[src/sv/fpa_pkg.sv]
package fpa_pkg;

  localparam int FRAC_BITS_DEF = 8;
  localparam int DATA_W        = 32;
  localparam int Q_DEPTH       = 4;

  localparam logic [3:0] FN_ADD      = 4'd0;
  localparam logic [3:0] FN_SUB      = 4'd1;
  localparam logic [3:0] FN_MUL      = 4'd2;
  localparam logic [3:0] FN_DIV      = 4'd3;
  localparam logic [3:0] FN_GT       = 4'd4;
  localparam logic [3:0] FN_LT       = 4'd5;
  localparam logic [3:0] FN_GE       = 4'd6;
  localparam logic [3:0] FN_LE       = 4'd7;
  localparam logic [3:0] FN_EQ       = 4'd8;
  localparam logic [3:0] FN_NE       = 4'd9;
  localparam logic [3:0] FN_MIN      = 4'd10;
  localparam logic [3:0] FN_MAX      = 4'd11;
  localparam logic [3:0] FN_INC      = 4'd12;
  localparam logic [3:0] FN_DEC      = 4'd13;
  localparam logic [3:0] FN_TO_INT   = 4'd14;
  localparam logic [3:0] FN_FROM_INT = 4'd15;

  localparam logic [1:0] ST_OK   = 2'd0;
  localparam logic [1:0] ST_SAT  = 2'd1;
  localparam logic [1:0] ST_DIVZ = 2'd2;

  localparam logic [1:0] K_SIMPLE = 2'd0;
  localparam logic [1:0] K_MUL    = 2'd1;
  localparam logic [1:0] K_DIV    = 2'd2;
  localparam logic [1:0] K_DIVZ   = 2'd3;

  typedef struct packed {
    logic [1:0]  kind;
    logic        neg;
    logic [3:0]  func;
    logic [31:0] a;
    logic [31:0] b;
  } cmd_t;

  typedef struct packed {
    logic [31:0] result;
    logic        flag;
    logic [1:0]  status;
  } rsp_t;

  typedef struct packed {
    logic [31:0] value;
    logic        sat;
  } sat_t;

  function automatic sat_t clamp_mag(input logic [63:0] mag, input logic neg);
    sat_t r;
    r.sat   = 1'b0;
    r.value = mag[31:0];
    if (neg) begin
      if (mag > 64'h8000_0000) begin
        r.value = 32'h8000_0000;
        r.sat   = 1'b1;
      end else begin
        r.value = ~mag[31:0] + 32'd1;
      end
    end else if (mag > 64'h7FFF_FFFF) begin
      r.value = 32'h7FFF_FFFF;
      r.sat   = 1'b1;
    end
    return r;
  endfunction

endpackage

[src/sv/fpa_queue.sv]
module fpa_queue #(
  parameter int W     = 8,
  parameter int DEPTH = fpa_pkg::Q_DEPTH
) (
  input  logic         clk,
  input  logic         rst_n,
  input  logic         wr_en,
  input  logic [W-1:0] wr_data,
  input  logic         rd_en,
  output logic [W-1:0] rd_data,
  output logic         full,
  output logic         empty
);
  localparam int AW = $clog2(DEPTH);

  logic [W-1:0] mem [DEPTH];
  logic [AW-1:0] wp_r, rp_r;
  logic [AW:0]   cnt_r;
  logic do_wr, do_rd;

  assign full    = (cnt_r == (AW+1)'(DEPTH));
  assign empty   = (cnt_r == '0);
  assign do_wr   = wr_en && !full;
  assign do_rd   = rd_en && !empty;
  assign rd_data = mem[rp_r];

  always_ff @(posedge clk) begin
    if (do_wr) begin
      mem[wp_r] <= wr_data;
    end
  end

  always_ff @(posedge clk) begin
    if (!rst_n) begin
      wp_r  <= '0;
      rp_r  <= '0;
      cnt_r <= '0;
    end else begin
      if (do_wr) wp_r <= wp_r + AW'(1);
      if (do_rd) rp_r <= rp_r + AW'(1);
      if (do_wr && !do_rd) cnt_r <= cnt_r + (AW+1)'(1);
      else if (do_rd && !do_wr) cnt_r <= cnt_r - (AW+1)'(1);
    end
  end
endmodule

[src/sv/fpa_front.sv]
module fpa_front (
  input  logic               push,
  input  logic [3:0]         func,
  input  logic signed [31:0] operand_a,
  input  logic signed [31:0] operand_b,
  input  logic               cmd_full,
  output logic               full,
  output logic               cmd_wr,
  output fpa_pkg::cmd_t      cmd
);
  assign full   = cmd_full;
  assign cmd_wr = push && !cmd_full;

  always_comb begin
    cmd.func = func;
    cmd.a    = operand_a;
    cmd.b    = operand_b;
    cmd.neg  = operand_a[31] ^ operand_b[31];
    case (func)
      fpa_pkg::FN_MUL: cmd.kind = fpa_pkg::K_MUL;
      fpa_pkg::FN_DIV: cmd.kind = (operand_b == '0) ? fpa_pkg::K_DIVZ : fpa_pkg::K_DIV;
      default:         cmd.kind = fpa_pkg::K_SIMPLE;
    endcase
  end
endmodule

[src/sv/fpa_back.sv]
module fpa_back #(
  parameter int FRACTION_BITS = fpa_pkg::FRAC_BITS_DEF
) (
  input  logic          clk,
  input  logic          rst_n,
  input  fpa_pkg::cmd_t cmd,
  input  logic          cmd_empty,
  output logic          cmd_rd,
  input  logic          rsp_full,
  output logic          rsp_wr,
  output fpa_pkg::rsp_t rsp
);
  localparam int NB   = 32 + FRACTION_BITS;
  localparam int CNTW = $clog2(NB + 1);
  localparam logic [1:0] S_RUN  = 2'd0;
  localparam logic [1:0] S_MUL  = 2'd1;
  localparam logic [1:0] S_DIV  = 2'd2;
  localparam logic [1:0] S_DFIN = 2'd3;
  localparam logic signed [33:0] MAX34 = 34'sd2147483647;
  localparam logic signed [33:0] MIN34 = -34'sd2147483648;
  localparam logic signed [63:0] MAX64 = 64'sd2147483647;
  localparam logic signed [63:0] MIN64 = -64'sd2147483648;

  logic [1:0]      state_r;
  logic [63:0]     prod_r;
  logic            neg_r;
  logic [NB-1:0]   num_r;
  logic [32:0]     rem_r;
  logic [31:0]     den_r;
  logic [CNTW-1:0] cnt_r;

  logic [31:0] mag_a, mag_b;
  logic signed [33:0] a34, b34, w34;
  logic signed [63:0] w64;
  logic lt, eq;
  fpa_pkg::rsp_t simple_rsp;
  logic [32:0] rem_sh;
  logic        q_bit;
  logic        rnd;
  logic [63:0] mul_q, div_q;
  fpa_pkg::sat_t mul_c, div_c;
  logic take;

  assign mag_a = cmd.a[31] ? (~cmd.a + 32'd1) : cmd.a;
  assign mag_b = cmd.b[31] ? (~cmd.b + 32'd1) : cmd.b;
  assign a34   = {{2{cmd.a[31]}}, cmd.a};
  assign b34   = {{2{cmd.b[31]}}, cmd.b};
  assign lt    = $signed(cmd.a) < $signed(cmd.b);
  assign eq    = cmd.a == cmd.b;
  assign w64   = $signed({{32{cmd.a[31]}}, cmd.a}) <<< FRACTION_BITS;

  always_comb begin
    simple_rsp.result = '0;
    simple_rsp.flag   = 1'b0;
    simple_rsp.status = fpa_pkg::ST_OK;
    w34 = '0;
    case (cmd.func)
      fpa_pkg::FN_ADD: w34 = a34 + b34;
      fpa_pkg::FN_SUB: w34 = a34 - b34;
      fpa_pkg::FN_INC: w34 = a34 + 34'sd1;
      fpa_pkg::FN_DEC: w34 = a34 - 34'sd1;
      default:         w34 = '0;
    endcase
    case (cmd.func)
      fpa_pkg::FN_ADD, fpa_pkg::FN_SUB, fpa_pkg::FN_INC, fpa_pkg::FN_DEC: begin
        if (w34 > MAX34) begin
          simple_rsp.result = 32'h7FFF_FFFF;
          simple_rsp.status = fpa_pkg::ST_SAT;
        end else if (w34 < MIN34) begin
          simple_rsp.result = 32'h8000_0000;
          simple_rsp.status = fpa_pkg::ST_SAT;
        end else begin
          simple_rsp.result = w34[31:0];
        end
      end
      fpa_pkg::FN_GT:  simple_rsp.flag = !lt && !eq;
      fpa_pkg::FN_LT:  simple_rsp.flag = lt;
      fpa_pkg::FN_GE:  simple_rsp.flag = !lt;
      fpa_pkg::FN_LE:  simple_rsp.flag = lt || eq;
      fpa_pkg::FN_EQ:  simple_rsp.flag = eq;
      fpa_pkg::FN_NE:  simple_rsp.flag = !eq;
      fpa_pkg::FN_MIN: simple_rsp.result = lt ? cmd.a : cmd.b;
      fpa_pkg::FN_MAX: simple_rsp.result = lt ? cmd.b : cmd.a;
      fpa_pkg::FN_TO_INT: simple_rsp.result = $signed(cmd.a) >>> FRACTION_BITS;
      fpa_pkg::FN_FROM_INT: begin
        if (w64 > MAX64) begin
          simple_rsp.result = 32'h7FFF_FFFF;
          simple_rsp.status = fpa_pkg::ST_SAT;
        end else if (w64 < MIN64) begin
          simple_rsp.result = 32'h8000_0000;
          simple_rsp.status = fpa_pkg::ST_SAT;
        end else begin
          simple_rsp.result = w64[31:0];
        end
      end
      fpa_pkg::FN_DIV: begin
        simple_rsp.status = fpa_pkg::ST_DIVZ;
        if (cmd.a[31]) simple_rsp.result = 32'h8000_0000;
        else if (cmd.a != '0) simple_rsp.result = 32'h7FFF_FFFF;
        else simple_rsp.result = '0;
      end
      default: simple_rsp.result = '0;
    endcase
  end

  assign rem_sh = {rem_r[31:0], num_r[NB-1]};
  assign q_bit  = rem_sh >= {1'b0, den_r};
  assign rnd    = {rem_r, 1'b0} >= {2'b00, den_r};
  assign mul_q  = (prod_r + (64'd1 << (FRACTION_BITS - 1))) >> FRACTION_BITS;
  assign div_q  = 64'(num_r) + 64'(rnd);
  assign mul_c  = fpa_pkg::clamp_mag(mul_q, neg_r);
  assign div_c  = fpa_pkg::clamp_mag(div_q, neg_r);

  assign take   = (state_r == S_RUN) && !cmd_empty && !rsp_full;
  assign cmd_rd = take;

  always_comb begin
    rsp_wr = 1'b0;
    rsp    = simple_rsp;
    case (state_r)
      S_RUN: rsp_wr = take && (cmd.kind == fpa_pkg::K_SIMPLE || cmd.kind == fpa_pkg::K_DIVZ);
      S_MUL: begin
        rsp_wr     = !rsp_full;
        rsp.result = mul_c.value;
        rsp.flag   = 1'b0;
        rsp.status = mul_c.sat ? fpa_pkg::ST_SAT : fpa_pkg::ST_OK;
      end
      S_DFIN: begin
        rsp_wr     = !rsp_full;
        rsp.result = div_c.value;
        rsp.flag   = 1'b0;
        rsp.status = div_c.sat ? fpa_pkg::ST_SAT : fpa_pkg::ST_OK;
      end
      default: rsp_wr = 1'b0;
    endcase
  end

  always_ff @(posedge clk) begin
    if (take) begin
      prod_r <= 64'(mag_a) * 64'(mag_b);
      neg_r  <= cmd.neg;
      den_r  <= mag_b;
      num_r  <= {mag_a, {FRACTION_BITS{1'b0}}};
      rem_r  <= '0;
      cnt_r  <= CNTW'(NB);
    end else if (state_r == S_DIV) begin
      rem_r <= q_bit ? (rem_sh - {1'b0, den_r}) : rem_sh;
      num_r <= {num_r[NB-2:0], q_bit};
      cnt_r <= cnt_r - CNTW'(1);
    end
  end

  always_ff @(posedge clk) begin
    if (!rst_n) begin
      state_r <= S_RUN;
    end else begin
      case (state_r)
        S_RUN: begin
          if (take && cmd.kind == fpa_pkg::K_MUL) state_r <= S_MUL;
          else if (take && cmd.kind == fpa_pkg::K_DIV) state_r <= S_DIV;
        end
        S_MUL:  if (!rsp_full) state_r <= S_RUN;
        S_DIV:  if (cnt_r == CNTW'(1)) state_r <= S_DFIN;
        S_DFIN: if (!rsp_full) state_r <= S_RUN;
        default: state_r <= S_RUN;
      endcase
    end
  end
endmodule

[src/sv/fixed_point_q24_8_alu_unit.sv]
// Channel   Ports                                          Handshake
// input     in_func, in_operand_a, in_operand_b            push / full
// result    out_result, out_flag, out_status               empty / pop
//
// One request per cycle for all operations except mul and div, while the
// result queue has room. Mul and div hold the execute side busy until their
// result is written; div runs in the bit-serial restoring divider.
// Synchronous active-low reset empties both queues.
// Either side may stall; the command and result queues decouple them.
module fixed_point_q24_8_alu_unit #(
  parameter int FRACTION_BITS = fpa_pkg::FRAC_BITS_DEF
) (
  input  logic               clk,
  input  logic               rst_n,
  input  logic               push,
  output logic               full,
  input  logic [3:0]         in_func,
  input  logic signed [31:0] in_operand_a,
  input  logic signed [31:0] in_operand_b,
  output logic               empty,
  input  logic               pop,
  output logic signed [31:0] out_result,
  output logic               out_flag,
  output logic [1:0]         out_status
);
  localparam int CW = $bits(fpa_pkg::cmd_t);
  localparam int RW = $bits(fpa_pkg::rsp_t);

  fpa_pkg::cmd_t cmd_in, cmd_out;
  fpa_pkg::rsp_t rsp_in, rsp_out;
  logic [CW-1:0] cmd_vec;
  logic [RW-1:0] rsp_vec;
  logic cmd_wr, cmd_rd, cmd_full, cmd_empty;
  logic rsp_wr, rsp_full;

  fpa_front u_front (
    .push      (push),
    .func      (in_func),
    .operand_a (in_operand_a),
    .operand_b (in_operand_b),
    .cmd_full  (cmd_full),
    .full      (full),
    .cmd_wr    (cmd_wr),
    .cmd       (cmd_in)
  );

  fpa_queue #(.W(CW), .DEPTH(fpa_pkg::Q_DEPTH)) u_cmd_q (
    .clk     (clk),
    .rst_n   (rst_n),
    .wr_en   (cmd_wr),
    .wr_data (cmd_in),
    .rd_en   (cmd_rd),
    .rd_data (cmd_vec),
    .full    (cmd_full),
    .empty   (cmd_empty)
  );

  assign cmd_out = fpa_pkg::cmd_t'(cmd_vec);

  fpa_back #(.FRACTION_BITS(FRACTION_BITS)) u_back (
    .clk       (clk),
    .rst_n     (rst_n),
    .cmd       (cmd_out),
    .cmd_empty (cmd_empty),
    .cmd_rd    (cmd_rd),
    .rsp_full  (rsp_full),
    .rsp_wr    (rsp_wr),
    .rsp       (rsp_in)
  );

  fpa_queue #(.W(RW), .DEPTH(fpa_pkg::Q_DEPTH)) u_rsp_q (
    .clk     (clk),
    .rst_n   (rst_n),
    .wr_en   (rsp_wr),
    .wr_data (rsp_in),
    .rd_en   (pop),
    .rd_data (rsp_vec),
    .full    (rsp_full),
    .empty   (empty)
  );

  assign rsp_out    = fpa_pkg::rsp_t'(rsp_vec);
  assign out_result = rsp_out.result;
  assign out_flag   = rsp_out.flag;
  assign out_status = rsp_out.status;

  a_reset_empty: assert property (@(posedge clk) !rst_n |=> empty)
    else $error("result queue not empty after reset");

  a_flag_clean: assert property (@(posedge clk) disable iff (!rst_n)
    (!empty && out_flag) |-> (out_result == '0 && out_status == fpa_pkg::ST_OK))
    else $error("comparison result carries data or status");

  a_status_code: assert property (@(posedge clk) disable iff (!rst_n)
    !empty |-> (out_status == fpa_pkg::ST_OK || out_status == fpa_pkg::ST_SAT ||
                out_status == fpa_pkg::ST_DIVZ))
    else $error("undefined status code");

  a_divz_value: assert property (@(posedge clk) disable iff (!rst_n)
    (!empty && out_status == fpa_pkg::ST_DIVZ) |->
      (out_result == 32'h7FFF_FFFF || out_result == 32'h8000_0000 || out_result == '0))
    else $error("divide-by-zero result not saturated");
endmodule
[config.mk]
export PLATFORM = sky130hd
export DESIGN_NAME = fixed_point_q24_8_alu_unit
export DESIGN_NICKNAME = d
export VERILOG_FILES = /design/src/sv/fpa_pkg.sv /design/src/sv/fpa_queue.sv /design/src/sv/fpa_front.sv /design/src/sv/fpa_back.sv /design/src/sv/fixed_point_q24_8_alu_unit.sv
export SDC_FILE = /design/constraint.sdc
export NUM_CORES = 2
export LEC_CHECK = 0
export ABC_CLOCK_PERIOD_IN_PS = 24100
export BUFFER_PORTS_ARGS = -buffer_cell sky130_fd_sc_hd__buf_2
export CORE_ASPECT_RATIO = 0.5
export CORE_UTILIZATION = 55
export DETAILED_ROUTE_END_ITERATION = 16
export PLACE_DENSITY = 0.75
export SYNTH_ARGS = -nofsm -noshare
export SYNTH_HDL_FRONTEND = slang
export SYNTH_SLANG_ARGS = --single-unit
[constraint.sdc]
create_clock -name clk -period 24.1 [get_ports clk]
set_clock_uncertainty 0.15 [all_clocks]
set_input_delay 4.82 -clock clk [delete_from_list [all_inputs] [get_ports clk]]
set_output_delay 4.82 -clock clk [all_outputs]
set_load 0.05 [all_outputs]
==> qor.yml <==
status: "complete, but fails checks"
violations: "max-capacitance violations, max-slew violations"
nets: 8217
dpl_cell_area_um2: 70600
critPathKind: "reg -> reg"
route.detailed.drc: 0
avgSynthCellArea_um2: 9.79
crit_slowest_cell: "dfxtp_4"
cp_common_cell: "fa_1"
cp_slowest_stage_delay_ns: 0.84
tns_ns: 0
die-width_um: 498
critPathMaxFanout: 41
drive_gt1_share_pct: 8.10
postRouteAntennaNets: 0
max_freq_mhz: 71.7
gp_congestion: 1.06
synthTopCellsByArea: "fa_1 27%, edfxtp_1 24%, ha_1 7.0%"
die_y_um: 250
area_delta_synth_final_pct: 7.20
hold_class: "reg -> reg"
timing.final.hold_violations: 0
endpoint_kind: "flop"
async_flop_share_pct: 0
cts_buffers: 56
synth-main-ff-cell: "edfxtp_1"
grt_pass1_wl_um: 355000
rsz0062_at_grt: "no"
row_count: 90
yosys_warnings: 0
first_pass_iters: 14
syn_inst: 6910
antenna_found_initial: 24
drt_wl_total_um: 243000
critPathLaunchType: "flop"
die_area_um2: 125000
first_global_vias: 53863
clkLatencyLatePin_ns: 0.70
maxCapViolCount: 1
synth-edff-count: 546
clock_sinks: 613
syn_area_um2: 67700
post-route-period-util_pct: 57.8
num_vias: 55027
period_needed_ns: 13.94
post_cts.repair.setup_buffers: 0
io_pins: 109
setup_viol: 0
io_buffer_count: 108
start_util_pct: 55.8
yosysUniqueCellTypes: 94
grt_overflow: 0
syn_nets: 8262
n_fill_cell: 10017
clk_pin_slew_ns: 0.07
htree_levels: 2
design_area_um2: 72500
worst_pin_slew_ns: 1.55
drtIter0Drc: 8167
hold_ws_ns: 0.340
yosys.area.top_type_share_pct: 26.6
ctsResizeCount: 0
ys_seq_elements: 613
postCtsHoldBufs: 0
root_buffer: "clkbuf_16"
crit_buf_inv: 8
ys_seq_area_share_pct: 26.2
crit_required_ns: 24.36
viasPerCell: 6.45
critical-path-top-delay-family: "adder cells"
dp_hpwl_um: 180000
slew_viol_final: 2
routedWlPerCell_um: 28.5
clockBufferDepth: 3
cts_tree: "built"
grt_max_degree: 66
grt_usage_pct: 39.3
maxSlewHeadroom_pct: -4.70
critPathArrivalTime_ns: 14.20
yosysTopAreaCell: "fa_1"
coreArea_um2: 121000
==> tightest hold or removal path: stages, from the launching register on <==
cell	delay, ns
dfxtp_1	0.32
nand2_1	0.06
nand3_1	0.07
==> synth_stat cells (13+ instances only) <==
| cell type | number |
|---|---|
| a21o_1 | 88 |
| nor2_1 | 772 |
| or4_1 | 36 |
| and2_1 | 70 |
| o21bai_1 | 18 |
| ha_1 | 380 |
| a21boi_0 | 17 |
| clkbuf_1 | 310 |
| nand2_1 | 735 |
| and3_1 | 45 |
| o22ai_1 | 39 |
| a31oi_1 | 34 |
| xnor2_1 | 245 |
| nor2b_1 | 33 |
| buf_2 | 17 |
| o21ai_0 | 188 |
| fa_1 | 900 |
| xor2_1 | 128 |
| o211ai_1 | 14 |
| clkinv_1 | 15 |
| nor4_1 | 44 |
| a22oi_1 | 20 |
| a211oi_1 | 19 |
| o221ai_1 | 13 |
| a221oi_1 | 60 |
| dfxtp_1 | 67 |
| nand4_1 | 55 |
| edfxtp_1 | 546 |
| a21oi_1 | 250 |
| or3_1 | 29 |
| a22o_1 | 18 |
| nand3_1 | 90 |
| mux4_2 | 96 |
| o31ai_1 | 20 |
| o21a_1 | 23 |
| and4_1 | 20 |
| nor3_1 | 83 |
| nand2b_1 | 34 |
| mux2i_1 | 42 |
| inv_1 | 1088 |
==> layout make-up <==
class	instances	area, um2	area share [%]
antenna	15	37.5	0.0517
clock buffer	72	1510	2.09
clock inverter	31	400	0.552
inverter	1107	4160	5.73
multi-input combinational	4841	45100	62.2
sequential	613	17700	24.5
tap	1610	2010	2.78
timing repair buffer	246	1580	2.17
==> flip-flops by register name, indices dropped and copies added, names as in the netlist, 3 cells and up, named ones only <==
register and flops:
u_back.cnt_r 6, u_rsp_q.cnt_r 3, u_back.prod_r 57, u_cmd_q.mem 284
u_back.rem_r 33, u_back.num_r 40, u_back.den_r 32, u_cmd_q.cnt_r 3
u_rsp_q.mem 140
==> logic make-up after synthesis <==
group / after synthesis / share of synthesized area, %
buf+inv: 1456 / 8.20
compound gates: 939 / 9.14
flops: 613 / 26.2
simple gates: 2098 / 13.8
xor+xnor: 373 / 4.83
fa+ha+maj: 1280 / 33.7
mux: 151 / 4.14
==> cell usage in the layout (no fill, tap or decap), types with 43 or more instances in the layout <==
| cell | n |
|---|---|
| nand2_1 | 735 |
| a21o_1 | 88 |
| clkbuf_16 | 57 |
| nand3_1 | 90 |
| mux4_2 | 96 |
| dfxtp_1 | 64 |
| buf_4 | 138 |
| a221oi_1 | 60 |
| xnor2_2 | 49 |
| and3_1 | 45 |
| xor2_1 | 117 |
| edfxtp_1 | 546 |
| inv_1 | 1088 |
| nor2_1 | 769 |
| xnor2_1 | 188 |
| nand4_1 | 55 |
| ha_1 | 380 |
| o21ai_0 | 186 |
| nor4_1 | 43 |
| buf_2 | 108 |
| fa_1 | 900 |
| nor3_1 | 78 |
| and2_1 | 66 |
| a21oi_1 | 249 |
==> through the flow <==
stage,std cells,utilization [%],worst slack [ns]
4_1_cts,8520,59.8,10.32
5_1_grt,8523,59.8,9.63
6_report,8535,59.8,10.16
3_3_place_gp,8417,58.2,10.55
2_1_floorplan,6910,-,12.35
3_5_place_dp,8417,58.2,10.41
==> path summary, 6_finish.rpt <==
| check | start | endpoint | slack (ns) | cells past startpoint |
|---|---|---|---|---|
| setup / recovery | flop | u_back.prod_r[56] | 10.16 | 38 |
| hold / removal | u_back.rem_r[32] | u_back.rem_r[32] | 0.34 | 2 |
| hold reg to reg | u_back.rem_r[32] | u_back.rem_r[32] | 0.34 | 2 |
| setup reg to reg | flop | u_back.prod_r[56] | 10.16 | 38 |
==> layer usage <==
layer / track usage [%] / vias up / wire length, um
li1: - / 22680 / -
met3: 18.9 / 813 / 43900
met1: 53.6 / 27263 / 92000
met2: 53.1 / 4253 / 95400
met4: 16.2 / 18 / 11900
met5: 1.07 / - / 127
Power is not shown: default switching activity piles up to over one toggle a cycle in this logic, so the estimate is an artifact.
